### src/rtl/ucd_pkg.sv
// ----------------------------------------------------------------------------
// ucd_pkg: shared types and the decode function for the UTF-8 code point decoder
// Holds the pending byte buffer type, the controller/datapath signal groups
// and the function that judges the front of the pending buffer.
// ----------------------------------------------------------------------------
package ucd_pkg;

    // Field widths.
    localparam int BYTE_W  = 8;
    localparam int CP_W    = 21;
    localparam int CNT_W   = 3;
    localparam int DEPTH   = 4;

    // Replacement character '?'.
    localparam logic [CP_W-1:0] QMARK = 21'd63;

    // Lead byte masks and patterns.
    localparam logic [7:0] LEAD2_MASK = 8'hE0;
    localparam logic [7:0] LEAD2_PAT  = 8'hC0;
    localparam logic [7:0] LEAD3_MASK = 8'hF0;
    localparam logic [7:0] LEAD3_PAT  = 8'hE0;
    localparam logic [7:0] LEAD4_MASK = 8'hF8;
    localparam logic [7:0] LEAD4_PAT  = 8'hF0;
    localparam logic [7:0] CONT_MASK  = 8'hC0;
    localparam logic [7:0] CONT_PAT   = 8'h80;

    // Pending buffer: entry 0 is the oldest byte.
    typedef logic [DEPTH-1:0][BYTE_W-1:0] quad_t;

    // Outcome of judging the front of the buffer.
    typedef struct packed {
        logic             emit;
        logic [CP_W-1:0]  cp;
        logic [CNT_W-1:0] drop;
    } judge_t;

    // Commands from the controller to the datapath.
    typedef struct packed {
        logic append;
        logic step;
    } ucd_cmd_t;

    // Status from the datapath to the controller.
    typedef struct packed {
        logic has_result;
        logic run_last;
        logic out_free;
    } ucd_stat_t;

    // Judge the front of the buffer: what to emit and how many bytes to drop.
    function automatic judge_t ucd_judge(input quad_t b, input logic [CNT_W-1:0] cnt,
                                         input logic last);
        judge_t           j;
        logic [7:0]       lead;
        logic [CNT_W-1:0] need;
        logic             ok;
        logic [CP_W-1:0]  cp;
        j    = '0;
        lead = b[0];
        need = '0;
        ok   = 1'b0;
        cp   = '0;
        if ((lead & LEAD2_MASK) == LEAD2_PAT) begin
            need = 3'd2;
        end else if ((lead & LEAD3_MASK) == LEAD3_PAT) begin
            need = 3'd3;
        end else if ((lead & LEAD4_MASK) == LEAD4_PAT) begin
            need = 3'd4;
        end
        ok = ((b[1] & CONT_MASK) == CONT_PAT)
            && ((need < 3'd3) || ((b[2] & CONT_MASK) == CONT_PAT))
            && ((need < 3'd4) || ((b[3] & CONT_MASK) == CONT_PAT));
        case (need)
            3'd2:    cp = {10'd0, lead[4:0], b[1][5:0]};
            3'd3:    cp = {5'd0, lead[3:0], b[1][5:0], b[2][5:0]};
            3'd4:    cp = {lead[2:0], b[1][5:0], b[2][5:0], b[3][5:0]};
            default: cp = '0;
        endcase
        if (cnt == '0) begin
            j = '0;
        end else if (!lead[7]) begin
            // Single-byte code point.
            j.emit = 1'b1;
            j.cp   = {13'd0, lead};
            j.drop = 3'd1;
        end else if (need == '0) begin
            // Not a valid lead byte.
            j.emit = 1'b1;
            j.cp   = QMARK;
            j.drop = 3'd1;
        end else if (cnt < need) begin
            // Sequence not complete: wait, or give up at the end of the text.
            if (last) begin
                j.emit = 1'b1;
                j.cp   = QMARK;
                j.drop = cnt;
            end
        end else if (ok) begin
            j.emit = 1'b1;
            j.cp   = cp;
            j.drop = need;
        end else begin
            // Bad continuation: reject the lead and rescan from the next byte.
            j.emit = 1'b1;
            j.cp   = QMARK;
            j.drop = 3'd1;
        end
        return j;
    endfunction

endpackage

### src/rtl/ucd_byte_if.sv
// ----------------------------------------------------------------------------
// ucd_byte_if: input byte channel
// Valid/ready channel carrying one text byte and its end-of-text flag.
// ----------------------------------------------------------------------------
interface ucd_byte_if;
    logic       valid;
    logic       ready;
    logic [7:0] text_byte;
    logic       text_last;

    modport source (output valid, output text_byte, output text_last, input ready);
    modport sink   (input valid, input text_byte, input text_last, output ready);
endinterface

### src/rtl/ucd_cp_if.sv
// ----------------------------------------------------------------------------
// ucd_cp_if: output code point channel
// Valid/ready channel carrying one decoded code point and its run markers.
// ----------------------------------------------------------------------------
interface ucd_cp_if;
    logic        valid;
    logic        ready;
    logic [20:0] code_point;
    logic        run_last;
    logic        text_end;

    modport source (output valid, output code_point, output run_last, output text_end,
                    input ready);
    modport sink   (input valid, input code_point, input run_last, input text_end,
                    output ready);
endinterface

### src/rtl/ucd_ctrl.sv
// ----------------------------------------------------------------------------
// ucd_ctrl: decoder controller
// Two-state machine: take one byte, then step the datapath once per result
// until the pending buffer yields nothing more.
// ----------------------------------------------------------------------------
module ucd_ctrl
    import ucd_pkg::*;
(
    input  logic      clk,
    input  logic      rst_n,
    input  logic      in_valid,
    output logic      in_ready,
    input  ucd_stat_t stat,
    output ucd_cmd_t  cmd
);

    localparam logic S_IDLE = 1'b0;
    localparam logic S_EVAL = 1'b1;

    logic state_reg;
    logic state_next;

    // Next state and commands.
    always_comb
    begin
        state_next = state_reg;
        cmd        = '0;
        in_ready   = 1'b0;
        case (state_reg)
            S_IDLE:
            begin
                in_ready = 1'b1;
                if (in_valid) begin
                    cmd.append = 1'b1;
                    state_next = S_EVAL;
                end
            end
            S_EVAL:
            begin
                if (!stat.has_result) begin
                    state_next = S_IDLE;
                end else if (stat.out_free) begin
                    cmd.step = 1'b1;
                    if (stat.run_last) begin
                        state_next = S_IDLE;
                    end
                end
            end
            default:
            begin
                state_next = S_IDLE;
            end
        endcase
    end

    // State register.
    always_ff @(posedge clk or negedge rst_n)
    begin
        if (!rst_n) begin
            state_reg <= S_IDLE;
        end else begin
            state_reg <= state_next;
        end
    end

endmodule

### src/rtl/ucd_datapath.sv
// ----------------------------------------------------------------------------
// ucd_datapath: decoder datapath
// Pending byte buffer with its count, the front-of-buffer judge, a look-ahead
// judge that marks the last result of a byte, and the output register.
// ----------------------------------------------------------------------------
module ucd_datapath
    import ucd_pkg::*;
(
    input  logic              clk,
    input  logic              rst_n,
    input  ucd_cmd_t          cmd,
    output ucd_stat_t         stat,
    input  logic [BYTE_W-1:0] text_byte,
    input  logic              text_last,
    output logic              out_valid,
    input  logic              out_ready,
    output logic [CP_W-1:0]   code_point,
    output logic              run_last,
    output logic              text_end
);

    quad_t            pend_reg;
    logic [CNT_W-1:0] cnt_reg;
    logic             last_reg;
    logic             out_valid_reg;
    logic [CP_W-1:0]  cp_reg;
    logic             run_last_reg;
    logic             text_end_reg;

    judge_t           cur;
    judge_t           ahead;
    quad_t            pend_shift;
    logic [CNT_W-1:0] cnt_left;

    // Judge the front now, and what remains after this result is taken.
    always_comb
    begin
        cur        = ucd_judge(pend_reg, cnt_reg, last_reg);
        pend_shift = pend_reg >> {cur.drop, 3'b000};
        cnt_left   = cnt_reg - cur.drop;
        ahead      = ucd_judge(pend_shift, cnt_left, last_reg);
    end

    assign stat.has_result = cur.emit;
    assign stat.run_last   = !ahead.emit;
    assign stat.out_free   = !out_valid_reg || out_ready;

    // Pending buffer entries.
    always_ff @(posedge clk)
    begin
        if (cmd.append) begin
            pend_reg[cnt_reg[1:0]] <= text_byte;
            last_reg               <= text_last;
        end else if (cmd.step) begin
            pend_reg <= pend_shift;
        end
    end

    // Pending count; the buffer empties once the text has ended.
    always_ff @(posedge clk or negedge rst_n)
    begin
        if (!rst_n) begin
            cnt_reg <= '0;
        end else if (cmd.append) begin
            cnt_reg <= cnt_reg + 3'd1;
        end else if (cmd.step) begin
            if (!ahead.emit && last_reg) begin
                cnt_reg <= '0;
            end else begin
                cnt_reg <= cnt_left;
            end
        end
    end

    // Output register valid.
    always_ff @(posedge clk or negedge rst_n)
    begin
        if (!rst_n) begin
            out_valid_reg <= 1'b0;
        end else if (cmd.step) begin
            out_valid_reg <= 1'b1;
        end else if (out_ready) begin
            out_valid_reg <= 1'b0;
        end
    end

    // Output register payload.
    always_ff @(posedge clk)
    begin
        if (cmd.step) begin
            cp_reg       <= cur.cp;
            run_last_reg <= !ahead.emit;
            text_end_reg <= !ahead.emit && last_reg;
        end
    end

    assign out_valid  = out_valid_reg;
    assign code_point = cp_reg;
    assign run_last   = run_last_reg;
    assign text_end   = text_end_reg;

endmodule

### src/rtl/utf8_codepoint_decoder_unit.sv
// ----------------------------------------------------------------------------
// utf8_codepoint_decoder_unit: UTF-8 to code point decoder
// Takes one text byte per transaction and returns the decoded code points,
// with '?' for bad leads, bad continuations and sequences cut off by the
// end of the text.
//
//   Channel   Dir  Payload                          Transaction
//   text_in   in   text_byte[7:0], text_last        valid & ready
//   cp_out    out  code_point[20:0], run_last,      valid & ready
//                  text_end
//
// A byte first enters the pending buffer; the controller then steps out
// one result it releases (zero to four) per cycle while the output register
// is free, and takes no new byte until the last such result is out.
// A byte that completes nothing still passes through evaluation.
// Reset clears the controller, the pending count and the output valid.
// A stalled output holds the decoder in evaluation until the register frees.
// ----------------------------------------------------------------------------
module utf8_codepoint_decoder_unit
    import ucd_pkg::*;
(
    input  logic  clk,
    input  logic  rst_n,
    ucd_byte_if.sink text_in,
    ucd_cp_if.source cp_out
);

    ucd_cmd_t  cmd;
    ucd_stat_t stat;

    // Sequencing.
    ucd_ctrl u_ctrl (
        .clk      (clk),
        .rst_n    (rst_n),
        .in_valid (text_in.valid),
        .in_ready (text_in.ready),
        .stat     (stat),
        .cmd      (cmd)
    );

    // Buffer, judge and output register.
    ucd_datapath u_datapath (
        .clk        (clk),
        .rst_n      (rst_n),
        .cmd        (cmd),
        .stat       (stat),
        .text_byte  (text_in.text_byte),
        .text_last  (text_in.text_last),
        .out_valid  (cp_out.valid),
        .out_ready  (cp_out.ready),
        .code_point (cp_out.code_point),
        .run_last   (cp_out.run_last),
        .text_end   (cp_out.text_end)
    );

endmodule

### src/flat_wrapper.sv
// flat-port wrapper written by rule: the top's interface ports become plain ports
module utf8_codepoint_decoder_unit_flat import ucd_pkg::*;
  (clk, rst_n, text_in_valid, text_in_text_byte, text_in_text_last, text_in_ready, cp_out_valid, cp_out_code_point, cp_out_run_last, cp_out_text_end, cp_out_ready);
  ucd_byte_if text_in_i ();
  ucd_cp_if cp_out_i ();
  input  logic clk;
  input  logic rst_n;
  input wire logic [$bits(text_in_i.valid)-1:0] text_in_valid;
  input wire logic [$bits(text_in_i.text_byte)-1:0] text_in_text_byte;
  input wire logic [$bits(text_in_i.text_last)-1:0] text_in_text_last;
  output wire logic [$bits(text_in_i.ready)-1:0] text_in_ready;
  output wire logic [$bits(cp_out_i.valid)-1:0] cp_out_valid;
  output wire logic [$bits(cp_out_i.code_point)-1:0] cp_out_code_point;
  output wire logic [$bits(cp_out_i.run_last)-1:0] cp_out_run_last;
  output wire logic [$bits(cp_out_i.text_end)-1:0] cp_out_text_end;
  input wire logic [$bits(cp_out_i.ready)-1:0] cp_out_ready;
  assign text_in_i.valid = text_in_valid;
  assign text_in_i.text_byte = text_in_text_byte;
  assign text_in_i.text_last = text_in_text_last;
  assign text_in_ready = text_in_i.ready;
  assign cp_out_valid = cp_out_i.valid;
  assign cp_out_code_point = cp_out_i.code_point;
  assign cp_out_run_last = cp_out_i.run_last;
  assign cp_out_text_end = cp_out_i.text_end;
  assign cp_out_i.ready = cp_out_ready;
  utf8_codepoint_decoder_unit u_core (.clk(clk), .rst_n(rst_n), .text_in(text_in_i), .cp_out(cp_out_i));
endmodule
### config.mk
export PLATFORM = sky130hd
export DESIGN_NAME = utf8_codepoint_decoder_unit_flat
export DESIGN_NICKNAME = d
export VERILOG_FILES = /design/src/rtl/ucd_pkg.sv /design/src/rtl/ucd_byte_if.sv /design/src/rtl/ucd_cp_if.sv /design/src/rtl/ucd_ctrl.sv /design/src/rtl/ucd_datapath.sv /design/src/rtl/utf8_codepoint_decoder_unit.sv /design/src/flat_wrapper.sv
export SDC_FILE = /design/constraint.sdc
export NUM_CORES = 1
export LEC_CHECK = 0
export ABC_AREA = 1
export ABC_CLOCK_PERIOD_IN_PS = 4900
export BUFFER_PORTS_ARGS = -buffer_cell sky130_fd_sc_hd__buf_2
export CORE_UTILIZATION = 48
export CTS_CLUSTER_SIZE = 10
export DETAILED_ROUTE_END_ITERATION = 7
export PLACE_DENSITY = 0.67
export SLEW_MARGIN = 20
export SYNTH_ARGS = -nofsm -noshare
export SYNTH_HDL_FRONTEND = slang
export SYNTH_SLANG_ARGS = --single-unit
### constraint.sdc
create_clock -name clk -period 4.9 [get_ports clk]
set_input_delay 0.245 -clock clk [delete_from_list [all_inputs] [get_ports clk]]
set_output_delay 0.245 -clock clk [all_outputs]
set_load 0.02 [all_outputs]
==> flow_summary.ini <==
[outcome]
status = completed

[routing]
drtIter0Drc = 267
wire_per_inst_um = 16.3
drc = 0
num_vias = 3108
vias_per_cell = 5.52
first_pass_iters = 5
wl_mm = 9.16
ant_nets = 0

[floorplanning]
ios = 38
dieArea_um2 = 8080
rows = 31
die_w_um = 89.9
initial_core_util_pct = 50.3
die_y_um = 89.9
core_area_um2 = 7370

[sta]
rsz0062_at_grt = no
skew_ns = 0.00897
fin_crit_ns = 4.51
finalCritPeriodShare_pct = 92.0
tightest_slew_ns = 0.870
slew_violations = 0
finalSetupViolations = 0
finalHoldViolations = 0
fin_tns_setup_ns = 0
worst_slew_margin_rel_pct = 42.0
fmax_mhz = 222

[final_layout]
fill_cells = 703
nets = 483
drive_above_1_share_pct = 20.0
mostFrequentLayoutCell = nand2_1
largest_reg_flops = 32
final_area_um2 = 4190
antenna_cells = 0
areaGrowthSynthToFinish_pct = 13.0
final_cell_mix = 99 x nand2_1, 62 x inv_1, 56 x edfxtp_1

[critical_path]
cp-start-kind = flop
endpoint_kind = flop
worst_ep_arrival_time_ns = 4.74
critical_path_required_ns = 5.13
crit_type = flop to flop
worst-r2r-setup-slack_ns = 0.39
cp_max_fo = 18
r2r_cells = 22
reg2reg_from = u_core.u_datapath.pend_reg[7]
rr_endpoint = u_core.u_ctrl.state_reg

[yosys]
yosysUniqueCellTypes = 38
synth_xor_xnor_area_share_pct = 0.472
synth-edff-count = 56
synthFlopType = edfxtp_1
synth_nets = 438
synth_top_family_by_area = simple AND/OR/NAND/NOR gates
yosys.area_share.simple_pct = 24.6
syn_area_um2 = 3710
synth-async-reset-ratio_pct = 8.20
ys_seq_area_share_pct = 48.7
synthAdderAreaFrac_pct = 3.58
syn_inst = 415
synth_area_per_cell_um2 = 8.93
synth_compound_area_share_pct = 14.4
synth-warning-count = 0
muxShareOfSynthArea_pct = 0
ys_seq_elements = 61

[global_routing]
grt_pass1_vias = 2829
grt_max_degree = 26
grtUsageTotal_pct = 23.9
gr-total-overflow = 0
grt_pass1_wl_mm = 15.0
antenna_found_initial = 0

[clock_tree]
cts_tree = yes
ctsResizeCount = 0
worstSkewPairLatency_ns = 0.35
cts_root_buf = clkbuf_8
cts_sinks = 61
clockBufferDepth = 2
htree_levels = 3
cts_buffers = 9
clkSlewWorstSetupHoldPaths_ns = 0.07
cts_setup_buffers = 0

[placed_design]
place_area_um2 = 4000
place_congestion = 0.981
io_buffers = 37
hpwl_mm = 7.17

[hold_path]
worstHoldPathType = input pin to flop
worstHoldStart = text_in_text_last
whs_path_depth = 1
min_to = u_core.u_datapath.last_reg

[run]
drv_cap = 0

[power_and_ir_drop]
p_leak_uw = 0.00186
irDropWorstVdd_mv = 0.355
powerDensity_nw_per_um2 = 808
## Yosys cell counts (all sizes together) (2+ instances only)
| cell | instances | area, um^2 |
|---|---|---|
| a21oi | 12 | 60.1 |
| a31oi | 2 | 12.5 |
| buf | 3 | 23.8 |
| clkbuf | 3 | 11.3 |
| dfrtp | 5 | 125 |
| edfxtp | 56 | 1680 |
| ha | 9 | 113 |
| inv | 69 | 259 |
| nand2 | 114 | 485 |
| nand3 | 28 | 160 |
| nand4 | 3 | 48.8 |
| nor2 | 27 | 181 |
| nor4 | 2 | 18.8 |
| o211ai | 4 | 30.0 |
| o21ai | 35 | 179 |
| o221ai | 8 | 70.1 |
| o22ai | 25 | 156 |
| xor2 | 2 | 17.5 |
## kinds of logic after synthesis
kind of cell,Yosys count
AND/OR/NAND/NOR,177
AO/OA/AOI/OAI,89
buffers and inverters,76
flip-flops,61
adder cells (fa/ha/maj),10
XOR/XNOR,2
## metal layers
layer | up-vias | share of wire (%) | GRT usage, %
met4 | 0 | 2.3 | 10.2
met2 | 135 | 44 | 35.0
met3 | 19 | 5.9 | 3.30
met1 | 1437 | 48 | 35.5
met5 | - | 0 | 0
li1 | 1517 | - | -
## worst max-delay path by stage
stage	start	to	slack, ns	cells after the start
final	u_core.u_datapath.pend_reg[7]	u_core.u_ctrl.state_reg	0.39	22
after global routing	u_core.u_datapath.pend_reg[7]	u_core.u_ctrl.state_reg	0.04	22
after CTS	u_core.u_datapath.pend_reg[7]	u_core.u_ctrl.state_reg	0.45	22
after detailed placement	u_core.u_datapath.pend_reg[7]	u_core.u_ctrl.state_reg	0.47	22
after global placement	u_core.u_datapath.pend_reg[5]	u_core.u_ctrl.state_reg	0.64	22
after floorplan	u_core.u_datapath.pend_reg[5]	u_core.u_ctrl.state_reg	0.71	24
## power breakdown
group	internal, uW	switching [uW]
Clock	229	203
Sequential	987	158
Combinational	540	1270
## worst max-delay path, stage by stage, from the launching register on
cell,delay [ns]
edfxtp_1,0.46
nand2_2,0.13
nor2_1,0.18
nand2_2,0.22
ha_1,0.36
a21oi_1,0.22
nand2_2,0.19
nand4_4,0.19
nand2_4,0.16
inv_2,0.24
ha_1,0.19
inv_1,0.05
fa_1,0.37
xor2_1,0.18
xor2_1,0.18
ha_1,0.31
a211o_1,0.30
nor2_1,0.12
nand3_2,0.10
nand2_2,0.08
nand2_1,0.05
nand2_1,0.06
nand2_1,0.04
## area by class of cell
cell class                 count  area, um^2  area share [%]
timing repair buffer          40         210            5.02
inverter                      70         268            6.39
multi-input combinational    278        1600            38.2
sequential                    61        1810            43.1
tap                           99         124            2.96
clock buffer                  10         128            3.05
clock inverter                 5        52.6            1.25
## what timing repair did
action	in CTS	in global routing
endpoints found under the hold margin	5	0
endpoints found under the setup margin	0	0
hold buffers	1	0
## stage by stage
stage | power (uW) | hold slack [ns] | std cells | utilization, % | worst slack [ns]
6_report | 3390 | 0.0787 | 563 | 56.8 | 0.392
5_1_grt | 3630 | 0.0744 | 563 | 56.8 | 0.0427
3_5_place_dp | 2940 | 0.0770 | 547 | 54.3 | 0.468
2_1_floorplan | 2460 | -0.0506 | 415 | - | 0.710
3_3_place_gp | 2920 | 0.0709 | 547 | 54.3 | 0.642
4_1_cts | 3370 | 0.0717 | 563 | 56.8 | 0.446
Power figures use the tool's default switching activity.
